--- config.mk ---
export PLATFORM = sky130hd
export DESIGN_NAME = elevator_car_controller_core
export DESIGN_NICKNAME = d
export VERILOG_FILES = /design/src/hdl/ecc_pkg.sv /design/src/hdl/ecc_dp.sv /design/src/hdl/ecc_ctrl.sv /design/src/hdl/elevator_car_controller_core.sv
export SDC_FILE = /design/constraint.sdc
export NUM_CORES = 1
export LEC_CHECK = 0
export ABC_AREA = 1
export BUFFER_PORTS_ARGS = -buffer_cell sky130_fd_sc_hd__buf_2
export CAP_MARGIN = 20
export CORE_MARGIN = 2
export CORE_UTILIZATION = 25
export CTS_CLUSTER_DIAMETER = 100
export DETAILED_ROUTE_END_ITERATION = 12
export GPL_TIMING_DRIVEN = 0
export SLEW_MARGIN = 20
export SYNTH_ARGS = -nofsm -noshare
export SYNTH_HDL_FRONTEND = slang
export SYNTH_SLANG_ARGS = --single-unit
--- constraint.sdc ---
create_clock -name clk_i -period 4.25 [get_ports clk_i]
set_clock_uncertainty 0.15 [all_clocks]
set_input_delay 1.275 -clock clk_i [delete_from_list [all_inputs] [get_ports clk_i]]
set_output_delay 1.275 -clock clk_i [all_outputs]
set_load 0.02 [all_outputs]
--- src/hdl/ecc_pkg.sv ---
// Shared types and constants for the elevator car controller.
package ecc_pkg;

  localparam int FLOOR_W = 4;
  localparam int MODE_W  = 3;
  localparam int CMD_W   = 3;
  localparam int DIR_W   = 2;
  localparam int PEND_W  = 5;
  localparam int DWELL_W = 16;
  localparam int CFG_IDX_W = 2;

  // Event codes
  localparam logic [MODE_W-1:0] EV_CABIN       = 3'd0;
  localparam logic [MODE_W-1:0] EV_FLOOR       = 3'd1;
  localparam logic [MODE_W-1:0] EV_HALL        = 3'd2;
  localparam logic [MODE_W-1:0] EV_DOOR_OPENED = 3'd3;
  localparam logic [MODE_W-1:0] EV_DOOR_CLOSED = 3'd4;
  localparam logic [MODE_W-1:0] EV_TICK        = 3'd5;

  // Car commands
  localparam logic [CMD_W-1:0] CMD_NONE  = 3'd0;
  localparam logic [CMD_W-1:0] CMD_UP    = 3'd1;
  localparam logic [CMD_W-1:0] CMD_DOWN  = 3'd2;
  localparam logic [CMD_W-1:0] CMD_STOP  = 3'd3;
  localparam logic [CMD_W-1:0] CMD_OPEN  = 3'd4;
  localparam logic [CMD_W-1:0] CMD_CLOSE = 3'd5;

  // Travel direction
  localparam logic [DIR_W-1:0] DIR_NEVER = 2'd0;
  localparam logic [DIR_W-1:0] DIR_UP    = 2'd1;
  localparam logic [DIR_W-1:0] DIR_DOWN  = 2'd2;

  // Configuration register indexes
  localparam logic [CFG_IDX_W-1:0] CFG_STOP_DWELL = 2'd0;
  localparam logic [CFG_IDX_W-1:0] CFG_OPEN_DWELL = 2'd1;

  localparam logic [DWELL_W-1:0] STOP_DWELL_RST = 16'd500;
  localparam logic [DWELL_W-1:0] OPEN_DWELL_RST = 16'd3000;

  typedef struct packed {
    logic [MODE_W-1:0]  mode;
    logic [FLOOR_W-1:0] floor;
    logic               call_up;
  } in_item_t;

  typedef struct packed {
    logic [CMD_W-1:0]   command;
    logic [FLOOR_W-1:0] current_floor;
    logic [DIR_W-1:0]   travel_dir;
    logic               door_is_open;
    logic [PEND_W-1:0]  pending_count;
    logic [FLOOR_W-1:0] next_target;
  } out_item_t;

  // Car sequencer states
  typedef enum logic [7:0] {
    SQ_IDLE         = 8'b0000_0001,
    SQ_MOVE_UP      = 8'b0000_0010,
    SQ_MOVE_DOWN    = 8'b0000_0100,
    SQ_OPEN_PENDING = 8'b0000_1000,
    SQ_WAIT_OPENED  = 8'b0001_0000,
    SQ_OPEN_DWELL   = 8'b0010_0000,
    SQ_WAIT_CLOSED  = 8'b0100_0000,
    SQ_STOP_DWELL   = 8'b1000_0000
  } seq_state_e;

  // Transaction phases
  typedef enum logic [3:0] {
    PH_IDLE = 4'b0001,
    PH_INS  = 4'b0010,
    PH_SEQ  = 4'b0100,
    PH_OUT  = 4'b1000
  } phase_e;

  typedef struct packed {
    logic             accept;
    logic             ins_step;
    logic             rm_head;
    logic             load_stop;
    logic             load_open;
    logic             dec_dwell;
    logic             door_set;
    logic             door_clr;
    logic             dir_up;
    logic             dir_down;
    logic             cmd_load;
    logic [CMD_W-1:0] code;
    logic             out_load;
  } dp_cmd_t;

  typedef struct packed {
    logic [MODE_W-1:0] mode;
    logic              ins_req;
    logic              ins_last;
    logic              pend_nz;
    logic              car_gt_head;
    logic              car_lt_head;
    logic              dwell_le1;
  } dp_sts_t;

endpackage

--- src/hdl/ecc_dp.sv ---
// Datapath: request queue, car registers, dwell counter and result register.
module ecc_dp #(
  parameter int QUEUE_DEPTH = 16,
  parameter int FLOOR_COUNT = 16
) (
  input  logic                                clk_i,
  input  logic                                rst_ni,
  input  ecc_pkg::in_item_t                   in_i,
  input  logic                                cfg_we_i,
  input  logic [ecc_pkg::CFG_IDX_W-1:0]       cfg_idx_i,
  input  logic [ecc_pkg::DWELL_W-1:0]         cfg_wdata_i,
  input  ecc_pkg::dp_cmd_t                    cmd_i,
  output ecc_pkg::dp_sts_t                    sts_o,
  output ecc_pkg::out_item_t                  out_o
);

  localparam int IdxW  = (QUEUE_DEPTH > 1) ? $clog2(QUEUE_DEPTH) : 1;
  localparam int CntW  = $clog2(QUEUE_DEPTH + 1);
  localparam int PendW = ecc_pkg::PEND_W;

  logic [ecc_pkg::FLOOR_W-1:0] queue_q [QUEUE_DEPTH];
  logic [CntW-1:0]             pend_q, pend_d;
  logic [IdxW-1:0]             idx_q, idx_d;
  logic [ecc_pkg::FLOOR_W-1:0] carry_q, carry_d;
  logic                        up_q, behind_q;
  ecc_pkg::in_item_t           item_q;
  logic [ecc_pkg::FLOOR_W-1:0] car_q;
  logic [ecc_pkg::DIR_W-1:0]   dir_q;
  logic                        door_q;
  logic [ecc_pkg::DWELL_W-1:0] dwell_q;
  logic [ecc_pkg::DWELL_W-1:0] stop_dwell_q, open_dwell_q;
  logic [ecc_pkg::CMD_W-1:0]   code_q;
  ecc_pkg::out_item_t          out_q;

  logic [ecc_pkg::FLOOR_W-1:0] head, entry;
  logic                        pend_nz, in_ok, item_ok, up_in, behind_in;
  logic                        at_tail, moves, last_idx;
  logic                        q_write;
  logic                        ins_last;

  assign head    = queue_q[0];
  assign entry   = queue_q[idx_q];
  assign pend_nz = (pend_q != '0);
  assign in_ok   = (32'(in_i.floor) < FLOOR_COUNT);
  assign item_ok = (32'(item_q.floor) < FLOOR_COUNT);

  // Ordering and behind-the-car test are taken from the state at accept
  assign up_in = (in_i.mode == ecc_pkg::EV_CABIN) ? (dir_q != ecc_pkg::DIR_DOWN)
                                                  : (in_i.call_up && dir_q == ecc_pkg::DIR_UP);
  assign behind_in = pend_nz && (up_in ? (head > in_i.floor && car_q > in_i.floor)
                                       : (head < in_i.floor && car_q < in_i.floor));

  assign at_tail  = (CntW'(idx_q) >= pend_q);
  assign moves    = up_q ? (entry > carry_q) : (entry < carry_q);
  assign last_idx = (idx_q == IdxW'(QUEUE_DEPTH - 1));

  // One queue entry per insertion step
  always_comb begin
    pend_d   = pend_q;
    idx_d    = idx_q;
    carry_d  = carry_q;
    q_write  = 1'b0;
    ins_last = 1'b0;
    if (cmd_i.accept) begin
      idx_d   = '0;
      carry_d = in_i.floor;
    end else if (cmd_i.ins_step) begin
      if (at_tail) begin
        q_write  = 1'b1;
        pend_d   = CntW'(idx_q) + 1'b1;
        ins_last = 1'b1;
      end else if (!behind_q && moves) begin
        q_write  = 1'b1;
        carry_d  = entry;
        idx_d    = idx_q + 1'b1;
        ins_last = last_idx;
      end else if (entry == carry_q) begin
        ins_last = 1'b1;
      end else begin
        idx_d    = idx_q + 1'b1;
        ins_last = last_idx;
      end
    end else if (cmd_i.rm_head && pend_nz) begin
      pend_d = pend_q - 1'b1;
    end
  end

  always_ff @(posedge clk_i) begin
    if (q_write) begin
      queue_q[idx_q] <= carry_q;
    end else if (cmd_i.rm_head) begin
      for (int k = 0; k < QUEUE_DEPTH - 1; k++) begin
        queue_q[k] <= queue_q[k+1];
      end
    end
  end

  always_ff @(posedge clk_i or negedge rst_ni) begin
    if (!rst_ni) begin
      pend_q       <= '0;
      idx_q        <= '0;
      car_q        <= '0;
      dir_q        <= ecc_pkg::DIR_NEVER;
      door_q       <= 1'b0;
      dwell_q      <= '0;
      stop_dwell_q <= ecc_pkg::STOP_DWELL_RST;
      open_dwell_q <= ecc_pkg::OPEN_DWELL_RST;
    end else begin
      pend_q <= pend_d;
      idx_q  <= idx_d;
      if (cfg_we_i && cfg_idx_i == ecc_pkg::CFG_STOP_DWELL) begin
        stop_dwell_q <= cfg_wdata_i;
      end
      if (cfg_we_i && cfg_idx_i == ecc_pkg::CFG_OPEN_DWELL) begin
        open_dwell_q <= cfg_wdata_i;
      end
      if (cmd_i.accept && in_i.mode == ecc_pkg::EV_FLOOR && in_ok) begin
        car_q <= in_i.floor;
      end
      if (cmd_i.dir_up) begin
        dir_q <= ecc_pkg::DIR_UP;
      end else if (cmd_i.dir_down) begin
        dir_q <= ecc_pkg::DIR_DOWN;
      end
      if (cmd_i.door_set) begin
        door_q <= 1'b1;
      end else if (cmd_i.door_clr) begin
        door_q <= 1'b0;
      end
      if (cmd_i.load_stop) begin
        dwell_q <= stop_dwell_q;
      end else if (cmd_i.load_open) begin
        dwell_q <= open_dwell_q;
      end else if (cmd_i.dec_dwell) begin
        dwell_q <= dwell_q - 1'b1;
      end
    end
  end

  always_ff @(posedge clk_i) begin
    carry_q <= carry_d;
    if (cmd_i.accept) begin
      item_q   <= in_i;
      up_q     <= up_in;
      behind_q <= behind_in;
    end
    if (cmd_i.cmd_load) begin
      code_q <= cmd_i.code;
    end
    if (cmd_i.out_load) begin
      out_q.command       <= code_q;
      out_q.current_floor <= car_q;
      out_q.travel_dir    <= dir_q;
      out_q.door_is_open  <= door_q;
      out_q.pending_count <= PendW'(pend_q);
      out_q.next_target   <= pend_nz ? head : '0;
    end
  end

  assign sts_o.mode        = item_q.mode;
  assign sts_o.ins_req     = (item_q.mode == ecc_pkg::EV_CABIN ||
                              item_q.mode == ecc_pkg::EV_HALL) && item_ok;
  assign sts_o.ins_last    = ins_last;
  assign sts_o.pend_nz     = pend_nz;
  assign sts_o.car_gt_head = car_q > head;
  assign sts_o.car_lt_head = car_q < head;
  assign sts_o.dwell_le1   = (dwell_q <= ecc_pkg::DWELL_W'(1));

  assign out_o = out_q;

  a_pend_bound: assert property (@(posedge clk_i) disable iff (!rst_ni)
    pend_q <= CntW'(QUEUE_DEPTH))
    else $error("queue count beyond depth");

  a_idx_in_queue: assert property (@(posedge clk_i) disable iff (!rst_ni)
    cmd_i.ins_step |-> CntW'(idx_q) <= pend_q)
    else $error("insertion index past queue tail");

  a_remove_shrinks: assert property (@(posedge clk_i) disable iff (!rst_ni)
    cmd_i.rm_head && pend_nz |=> pend_q == $past(pend_q) - 1'b1)
    else $error("head removal did not shrink queue");

endmodule

--- src/hdl/ecc_ctrl.sv ---
// Controller: transaction phases and the door/motion sequencer.
module ecc_ctrl (
  input  logic              clk_i,
  input  logic              rst_ni,
  input  logic              in_valid_i,
  output logic              in_stall_o,
  output logic              out_valid_o,
  input  logic              out_stall_i,
  input  ecc_pkg::dp_sts_t  sts_i,
  output ecc_pkg::dp_cmd_t  cmd_o
);

  ecc_pkg::phase_e     phase_q, phase_d;
  ecc_pkg::seq_state_e seq_q, seq_d;
  logic                out_valid_q, out_valid_d;

  logic                      head_eq_car;
  logic [ecc_pkg::CMD_W-1:0] idle_code;
  ecc_pkg::seq_state_e       idle_next;
  logic                      idle_rm, idle_up, idle_down;

  assign head_eq_car = sts_i.pend_nz && !sts_i.car_gt_head && !sts_i.car_lt_head;

  // Idle evaluation: empty queue, or head below, above or at the car
  always_comb begin
    idle_code = ecc_pkg::CMD_NONE;
    idle_next = ecc_pkg::SQ_IDLE;
    idle_rm   = 1'b0;
    idle_up   = 1'b0;
    idle_down = 1'b0;
    if (sts_i.pend_nz) begin
      if (sts_i.car_gt_head) begin
        idle_code = ecc_pkg::CMD_DOWN;
        idle_next = ecc_pkg::SQ_MOVE_DOWN;
        idle_down = 1'b1;
      end else if (sts_i.car_lt_head) begin
        idle_code = ecc_pkg::CMD_UP;
        idle_next = ecc_pkg::SQ_MOVE_UP;
        idle_up   = 1'b1;
      end else begin
        idle_code = ecc_pkg::CMD_OPEN;
        idle_next = ecc_pkg::SQ_WAIT_OPENED;
        idle_rm   = 1'b1;
      end
    end
  end

  always_comb begin
    cmd_o   = '0;
    phase_d = phase_q;
    seq_d   = seq_q;
    cmd_o.code = ecc_pkg::CMD_NONE;
    case (phase_q)
      ecc_pkg::PH_IDLE: begin
        if (in_valid_i) begin
          cmd_o.accept = 1'b1;
          phase_d      = ecc_pkg::PH_INS;
        end
      end
      ecc_pkg::PH_INS: begin
        if (!sts_i.ins_req) begin
          phase_d = ecc_pkg::PH_SEQ;
        end else begin
          cmd_o.ins_step = 1'b1;
          if (sts_i.ins_last) begin
            phase_d = ecc_pkg::PH_SEQ;
          end
        end
      end
      ecc_pkg::PH_SEQ: begin
        cmd_o.cmd_load = 1'b1;
        phase_d        = ecc_pkg::PH_OUT;
        case (seq_q)
          ecc_pkg::SQ_OPEN_PENDING: begin
            cmd_o.code = ecc_pkg::CMD_OPEN;
            seq_d      = ecc_pkg::SQ_WAIT_OPENED;
          end
          ecc_pkg::SQ_WAIT_OPENED: begin
            if (sts_i.mode == ecc_pkg::EV_DOOR_OPENED) begin
              cmd_o.load_open = 1'b1;
              seq_d           = ecc_pkg::SQ_OPEN_DWELL;
            end
          end
          ecc_pkg::SQ_OPEN_DWELL: begin
            if (sts_i.mode == ecc_pkg::EV_TICK) begin
              if (sts_i.dwell_le1) begin
                cmd_o.code     = ecc_pkg::CMD_CLOSE;
                cmd_o.door_set = 1'b1;
                seq_d          = ecc_pkg::SQ_WAIT_CLOSED;
              end else begin
                cmd_o.dec_dwell = 1'b1;
              end
            end
          end
          ecc_pkg::SQ_WAIT_CLOSED: begin
            if (sts_i.mode == ecc_pkg::EV_DOOR_CLOSED) begin
              cmd_o.door_clr = 1'b1;
              cmd_o.code     = idle_code;
              cmd_o.rm_head  = idle_rm;
              cmd_o.dir_up   = idle_up;
              cmd_o.dir_down = idle_down;
              seq_d          = idle_next;
            end
          end
          ecc_pkg::SQ_IDLE: begin
            cmd_o.code     = idle_code;
            cmd_o.rm_head  = idle_rm;
            cmd_o.dir_up   = idle_up;
            cmd_o.dir_down = idle_down;
            seq_d          = idle_next;
          end
          ecc_pkg::SQ_MOVE_UP, ecc_pkg::SQ_MOVE_DOWN: begin
            if (sts_i.mode inside {[ecc_pkg::EV_FLOOR:ecc_pkg::EV_DOOR_CLOSED]} &&
                head_eq_car) begin
              cmd_o.code      = ecc_pkg::CMD_STOP;
              cmd_o.rm_head   = 1'b1;
              cmd_o.load_stop = 1'b1;
              seq_d           = ecc_pkg::SQ_STOP_DWELL;
            end
          end
          ecc_pkg::SQ_STOP_DWELL: begin
            if (sts_i.mode == ecc_pkg::EV_TICK) begin
              if (sts_i.dwell_le1) begin
                cmd_o.code = ecc_pkg::CMD_OPEN;
                seq_d      = ecc_pkg::SQ_WAIT_OPENED;
              end else begin
                cmd_o.dec_dwell = 1'b1;
              end
            end
          end
          default: seq_d = ecc_pkg::SQ_OPEN_PENDING;
        endcase
      end
      ecc_pkg::PH_OUT: begin
        // Load the result register once the previous result has left
        if (!out_valid_q || !out_stall_i) begin
          cmd_o.out_load = 1'b1;
          phase_d        = ecc_pkg::PH_IDLE;
        end
      end
      default: phase_d = ecc_pkg::PH_IDLE;
    endcase
  end

  always_comb begin
    if (cmd_o.out_load) begin
      out_valid_d = 1'b1;
    end else if (!out_stall_i) begin
      out_valid_d = 1'b0;
    end else begin
      out_valid_d = out_valid_q;
    end
  end

  always_ff @(posedge clk_i or negedge rst_ni) begin
    if (!rst_ni) begin
      phase_q     <= ecc_pkg::PH_IDLE;
      seq_q       <= ecc_pkg::SQ_OPEN_PENDING;
      out_valid_q <= 1'b0;
    end else begin
      phase_q     <= phase_d;
      seq_q       <= seq_d;
      out_valid_q <= out_valid_d;
    end
  end

  assign in_stall_o  = (phase_q != ecc_pkg::PH_IDLE);
  assign out_valid_o = out_valid_q;

  a_accept_to_insert: assert property (@(posedge clk_i) disable iff (!rst_ni)
    in_valid_i && !in_stall_o |=> phase_q == ecc_pkg::PH_INS)
    else $error("accepted transaction did not enter insertion");

  a_close_from_dwell: assert property (@(posedge clk_i) disable iff (!rst_ni)
    cmd_o.cmd_load && cmd_o.code == ecc_pkg::CMD_CLOSE |->
      seq_q == ecc_pkg::SQ_OPEN_DWELL && sts_i.mode == ecc_pkg::EV_TICK)
    else $error("close issued outside open dwell");

  a_remove_needs_entry: assert property (@(posedge clk_i) disable iff (!rst_ni)
    cmd_o.rm_head |-> sts_i.pend_nz)
    else $error("head removal on empty queue");

endmodule

--- src/hdl/elevator_car_controller_core.sv ---
// Top level of the elevator car controller.
//
//  channel | direction | handshake                 | payload
//  --------+-----------+---------------------------+--------------------------------
//  in      | input     | in_valid_i / in_stall_o   | in_i (mode, floor, call_up)
//  out     | output    | out_valid_o / out_stall_i | out_o (command, floor, dir, ...)
//  cfg     | input     | cfg_we_i                  | cfg_idx_i, cfg_wdata_i
//
// Each transaction passes through the idle (accept), insertion, sequencer and output phases;
// a cabin or hall call to a floor below FLOOR_COUNT visits n (1 to QUEUE_DEPTH) queue
// entries during insertion, one entry per cycle.
// Reset empties the queue and sets the dwells to 500 and 3000 ticks; no clearing pass.
// A waiting result is held under out_stall_i while the next transaction is accepted;
// that transaction finishes once the result register is free.
module elevator_car_controller_core #(
  parameter int QUEUE_DEPTH = 16,
  parameter int FLOOR_COUNT = 16
) (
  input  logic                          clk_i,
  input  logic                          rst_ni,
  input  logic                          in_valid_i,
  output logic                          in_stall_o,
  input  ecc_pkg::in_item_t             in_i,
  output logic                          out_valid_o,
  input  logic                          out_stall_i,
  output ecc_pkg::out_item_t            out_o,
  input  logic                          cfg_we_i,
  input  logic [ecc_pkg::CFG_IDX_W-1:0] cfg_idx_i,
  input  logic [ecc_pkg::DWELL_W-1:0]   cfg_wdata_i
);

  ecc_pkg::dp_cmd_t dp_cmd;
  ecc_pkg::dp_sts_t dp_sts;

  ecc_ctrl u_ctrl (
    .clk_i       (clk_i),
    .rst_ni      (rst_ni),
    .in_valid_i  (in_valid_i),
    .in_stall_o  (in_stall_o),
    .out_valid_o (out_valid_o),
    .out_stall_i (out_stall_i),
    .sts_i       (dp_sts),
    .cmd_o       (dp_cmd)
  );

  ecc_dp #(
    .QUEUE_DEPTH (QUEUE_DEPTH),
    .FLOOR_COUNT (FLOOR_COUNT)
  ) u_dp (
    .clk_i       (clk_i),
    .rst_ni      (rst_ni),
    .in_i        (in_i),
    .cfg_we_i    (cfg_we_i),
    .cfg_idx_i   (cfg_idx_i),
    .cfg_wdata_i (cfg_wdata_i),
    .cmd_i       (dp_cmd),
    .sts_o       (dp_sts),
    .out_o       (out_o)
  );

endmodule
== Word-level counts from Yosys, hierarchy flattened ==
Memory sizes are Yosys's and may differ from the RTL's.
Cells that the tools add are included.

* Memories: 1
* Bits of input ports: 31
* Output and inout bits: 21
* Memory bits (writable): 64
* Register bits: 108
* Word-level logic and storage cells: 211

{| class="wikitable"
|+ Memory list
! name !! words !! width !! read ports !! clocked after Yosys merged registers in !! wr ports !! line !! RTL
|-
| u_dp.queue_q || 16 || 4 || 17 || 0 || 15 || ecc_dp.sv:21 || <nowiki>logic [ecc_pkg::FLOOR_W-1:0] queue_q [QUEUE_DEPTH];</nowiki>
|}

* Reductions and logical operators: 37
* Eq/ne operators: 37
* Add/sub/neg operators: 4
* Bitwise logic cells: 1
* $lt $le $gt $ge: 12
* Multiplexer cells: 97

{| class="wikitable"
|+ Operators by type and width
! cell !! count
|-
| 8-bit 2-to-1 mux || 9
|-
| 4-bit 2-to-1 mux || 15
|-
| 8-bit one-hot mux with 7 select lines || 1
|-
| 16-bit 2-to-1 mux || 3
|-
| 1-bit 2-to-1 mux || 45
|-
| 3-bit 2-to-1 mux || 9
|-
| 5-bit 2-to-1 mux || 4
|-
| 2-bit by 1-bit != test with 1-bit output, second input constant || 9
|-
| 3-bit one-hot mux with 6 select lines || 1
|-
| 4-bit > comparator || 4
|-
| 16-bit by 1-bit <= comparator with 1-bit output, second input constant || 1
|-
| 4-bit less-than comparator || 4
|-
| 4-bit one-hot mux with 4 select lines || 1
|-
| 16-bit by 1-bit subtractor with 16-bit output, second input constant || 1
|-
| 1-bit logical AND || 13
|-
| 12-bit 2-to-1 mux || 1
|-
| 3-bit AND reduction || 4
|-
| 2-bit 2-to-1 mux || 5
|-
| 2-bit nonzero test || 5
|-
| 4-bit equality test, second input constant || 2
|-
| 8-bit by 1-bit equality test with 1-bit output, second input constant || 1
|-
| 8-bit by 2-bit equality test with 1-bit output, second input constant || 1
|-
| 8-bit by 3-bit equality test with 1-bit output, second input constant || 1
|-
| 8-bit by 4-bit equality test with 1-bit output, second input constant || 1
|-
| other kinds (35) || 47
|}

== Longest topological paths before layout ==
An unclocked memory read counts as a cell.

* Depth in word-level cells: 14
* Depth in mapped cells: 21
* Depth with buffers taken out: 20

== Modules after synthesis ==
Synthesis repeated with hierarchy kept, for this count alone.

* Cell total of the unflattened synthesis: 1133
* Area total of the unflattened synthesis: 9477.8 µm²

{| class="wikitable"
|+ By module, submodules not included
! module !! sequential area each (µm²) !! cells an instance !! times used !! area an instance (µm²)
|-
| ecc_dp || 4470.5 || 946 || 1 || 8335.5
|-
| ecc_ctrl || 327.8 || 187 || 1 || 1142.3
|}

== Worst setup path after synthesis ==
No wires, ideal clock.

* Path type: reg2reg
* Start point: register u_dp.idx_q[1]
* End point: memory u_dp.queue_q[0][0] (netlist bit) (enable)
* Setup slack: 1199 ps
* Cell stages (with the launch flop): 19
* Data arrival time: 2594 ps
* Path buffers: 2
* Cells stage by stage: dfrtp_1 -> buf_2 -> clkinv_1 -> buf_1 -> a21oi_1 -> o21ai_0 -> nand2_1 -> nand2_1 -> nand4_1 -> ha_1 -> a21oi_1 -> nand2_1 -> nand2_1 -> nand3b_1 -> nand2_1 -> nand2_2 -> nor2_1 -> nand2_1 -> nand2_1

{| class="wikitable"
|+ RTL lines
! what !! line !! RTL
|-
| start, declared || ecc_dp.sv:23 || <nowiki>logic [IdxW-1:0] idx_q, idx_d;</nowiki>
|-
| start signal, assigned || ecc_dp.sv:110 || <nowiki>idx_q <= idx_d;</nowiki>
|-
| end, declared || ecc_dp.sv:21 ||
|}

==> qor.yml <==
die:
  io_pins: 52
  chipWidth_um: 198
  die_h_um: 198
  rows: 71
  dieArea_mm2: 0.0393
  fp.coreArea_mm2: 0.0374
  start_util_pct: 25.2
layout:
  fin_nets: 1291
  final.fill_count: 4012
  area_growth_pct: 15.9
  drive_gt1_share_pct: 14.2
  diodes: 0
drt:
  first_pass_iters: 6
  num_vias: 8041
  antenna_left: 0
  drtIter0Drc: 827
  drt-total-wl_um: 27200
  drc: 0
  wire_per_inst_um: 15.5
  vias_per_cell: 4.58
logic_synthesis:
  ys_seq_elements: 172
  async_flop_share_pct: 44.8
  yosysSeqAreaShare_pct: 50.8
  synth_common_cells: "nand2_1 (342), inv_1 (148), o21ai_0 (111)"
  yosysWarnings: 0
  netlist_area_mm2: 0.00944
  synth_top_cell_by_area: "edfxtp_1"
  synth_nets: 1219
  ys_types: 35
  synth_edf_count: 95
  yosysMostFrequentCell: "nand2_1"
  synth.avg_cell_area_um2: 8.13
  yosys-top-cells-area: "edfxtp_1 (30%), dfrtp_1 (16%), nand2_1 (14%), o21ai_0 (5.9%), inv_1 (5.9%)"
  synth_top_flop_cell: "edfxtp_1"
  yosys.area.top_type_share_pct: 30.2
  syn_inst: 1161
outcome:
  status: "finished clean"
hold_path:
  hold_path_class: "flip-flop to flip-flop"
sta:
  hold_violations: 0
  setup_viol_count_final: 0
  fin_ws_ps: 259
  fin_crit_sh_pct: 93.9
  maxSlewHeadroom_pct: 53.0
  setup_tns_ps: 0
  worst-slew-pin-transition_ps: 704
  min_period_ps: 3990
  slew_violations: 0
  rsz0062_at_grt: "false"
  max_freq_ghz: 0.251
clock_network:
  cts-root-buf: "clkbuf_16"
  cts_tree: "built"
  insertion_delay_ps: 450
  cts_buffer_depth: 2
  cts_resized: 0
  htree_levels: 4
  post_cts_buffers: 0
  numCtsBuffers: 17
  cts_hold_buffers: 0
  clk_pin_slew_ps: 70
  cts.sinks: 172
critical_path:
  cp.required_ps: 4230
  crit_path_end_kind: "flip-flop"
  critPathMaxStageDelay_ps: 520
  cp_max_fo: 10
  critPathKind: "flip-flop to flip-flop"
  cp_slowest_cell: "buf_1"
  critPathBufInv: 3
  path_delay_family: "simple AND/OR/NAND/NOR gates"
  crit_arrival_ps: 3980
  critical_path.startpoint_type: "flip-flop"
  crit_top_cell: "nand2_1"
  crit_chain: "buf_2, buf_1, a21oi_1, o21ai_0, nand2_1, nand2_1, nand4_1, ha_1, nand2_1, inv_1, nand3_1, nand2_1, nand2_1, nand3b_1, nand2_1, nand2_2, nor2_1, nand2_1, nand2_1"
global_routing:
  grt_usage_pct: 14.5
  grt-ovfl-total: 0
  grt_pass1_vias: 7974
  grt_pass1_wl_um: 43600
  grt_max_degree: 47
  antenna_found_initial: 0
placed_design:
  io_buffers: 51
  place.gp.congestion: 0.904
  hpwl_um: 20300
  post-place-ws_ps: 131
pwr:
  ir_drop_mv: 0.318
  leakage_nw: 5.22
  powerDensity_mw_per_mm2: 553
run:
  maxCapViolCount: 0
## state kept, by name, summed over array words and instances (netlist names), 5 cells and up
signal / flops
u_dp.queue_q: 64
u_dp.out_o: 19
u_dp.dwell_q: 16
u_dp.open_dwell_q: 16
u_dp.stop_dwell_q: 16
u_ctrl.seq_q: 8
u_dp.pend_q: 5
## area by class of cell
type                            instances  area [um^2]  share of cell area [%]
Clock inverter                         13          123                    1.12
Clock buffer                           19          433                    3.96
Sequential cell                       172         4800                    43.9
Multi-Input combinational cell        789         3820                    34.9
Buffer                                 42          236                    2.16
Tap cell                              511          639                    5.84
Inverter                              158          597                    5.45
Timing Repair Buffer                   53          293                    2.68
## where the power goes
part / internal, mW / total (mW) / switching, mW / leakage (nW)
clock: 0.777 / 1.54 / 0.766 / 0.265
sequential: 2.09 / 2.26 / 0.167 / 1.85
combinational: 0.714 / 2.25 / 1.53 / 3.11
## final timing paths
| path | slack (ps) | depth (start not counted) | to | from |
|---|---|---|---|---|
| hold / removal | 280 | 0 | u_dp.out_o[17] | u_dp.code_q[1] |
| setup reg to reg | 260 | 19 | u_dp.queue_q[7][3] | u_dp.idx_q[1] |
| max in group asynchronous | 2570 | 2 | u_ctrl.phase_q[0] | rst_ni |
| min in group asynchronous | 680 | 1 | u_dp.open_dwell_q[1] | rst_ni |
| hold reg to reg | 280 | 0 | u_dp.out_o[17] | u_dp.code_q[1] |
| setup / recovery | 260 | 19 | u_dp.queue_q[7][3] | u_dp.idx_q[1] |
## metal layers
layer	share of wire [%]	wire [um]	track usage, %	up-vias
li1	-	-	-	3916
met1	44	12100	18.9	3784
met2	47	12900	24.1	299
met3	6.4	1750	2.96	42
met4	1.8	478	4.07	0
met5	0	0	0	-
## cells by family after synthesis
family | synth area share (%)
flip-flops | 50.8
XOR/XNOR | 0.928
AND/OR/NAND/NOR | 25.3
adder cells (fa/ha/maj) | 3.58
buffers and inverters | 8.75
multiplexers | 0.119
AO/OA/AOI/OAI | 10.5
## cells in the final DEF (no fill, tap or decap), types with 7 or more instances in the layout
cell type / count
a21oi_1: 47
buf_2: 66
buf_4: 8
clkbuf_1: 14
clkbuf_16: 17
dfrtp_1: 62
dfstp_2: 15
edfxtp_1: 95
ha_1: 27
inv_1: 148
inv_2: 9
nand2_1: 342
nand2_2: 10
nand3_1: 90
nand4_1: 11
nor2_1: 74
nor2_2: 9
nor3_1: 7
o21ai_0: 111
o21ai_1: 21
o21ai_2: 8
xor2_1: 7
## through the flow
step	total power [mW]	hold WS [ps]	area, um^2	instances	utilization [%]
after global routing	6.48	291	10900	1757	29.3
final	6.05	283	10900	1757	29.3
after CTS	6.04	286	10900	1757	29.2
after floorplan	3.80	250	9440	1161	-
after global placement	4.44	260	10300	1723	27.6
after detailed placement	4.49	269	10400	1725	27.7
Note: power is estimated with default switching activity, not from simulation.
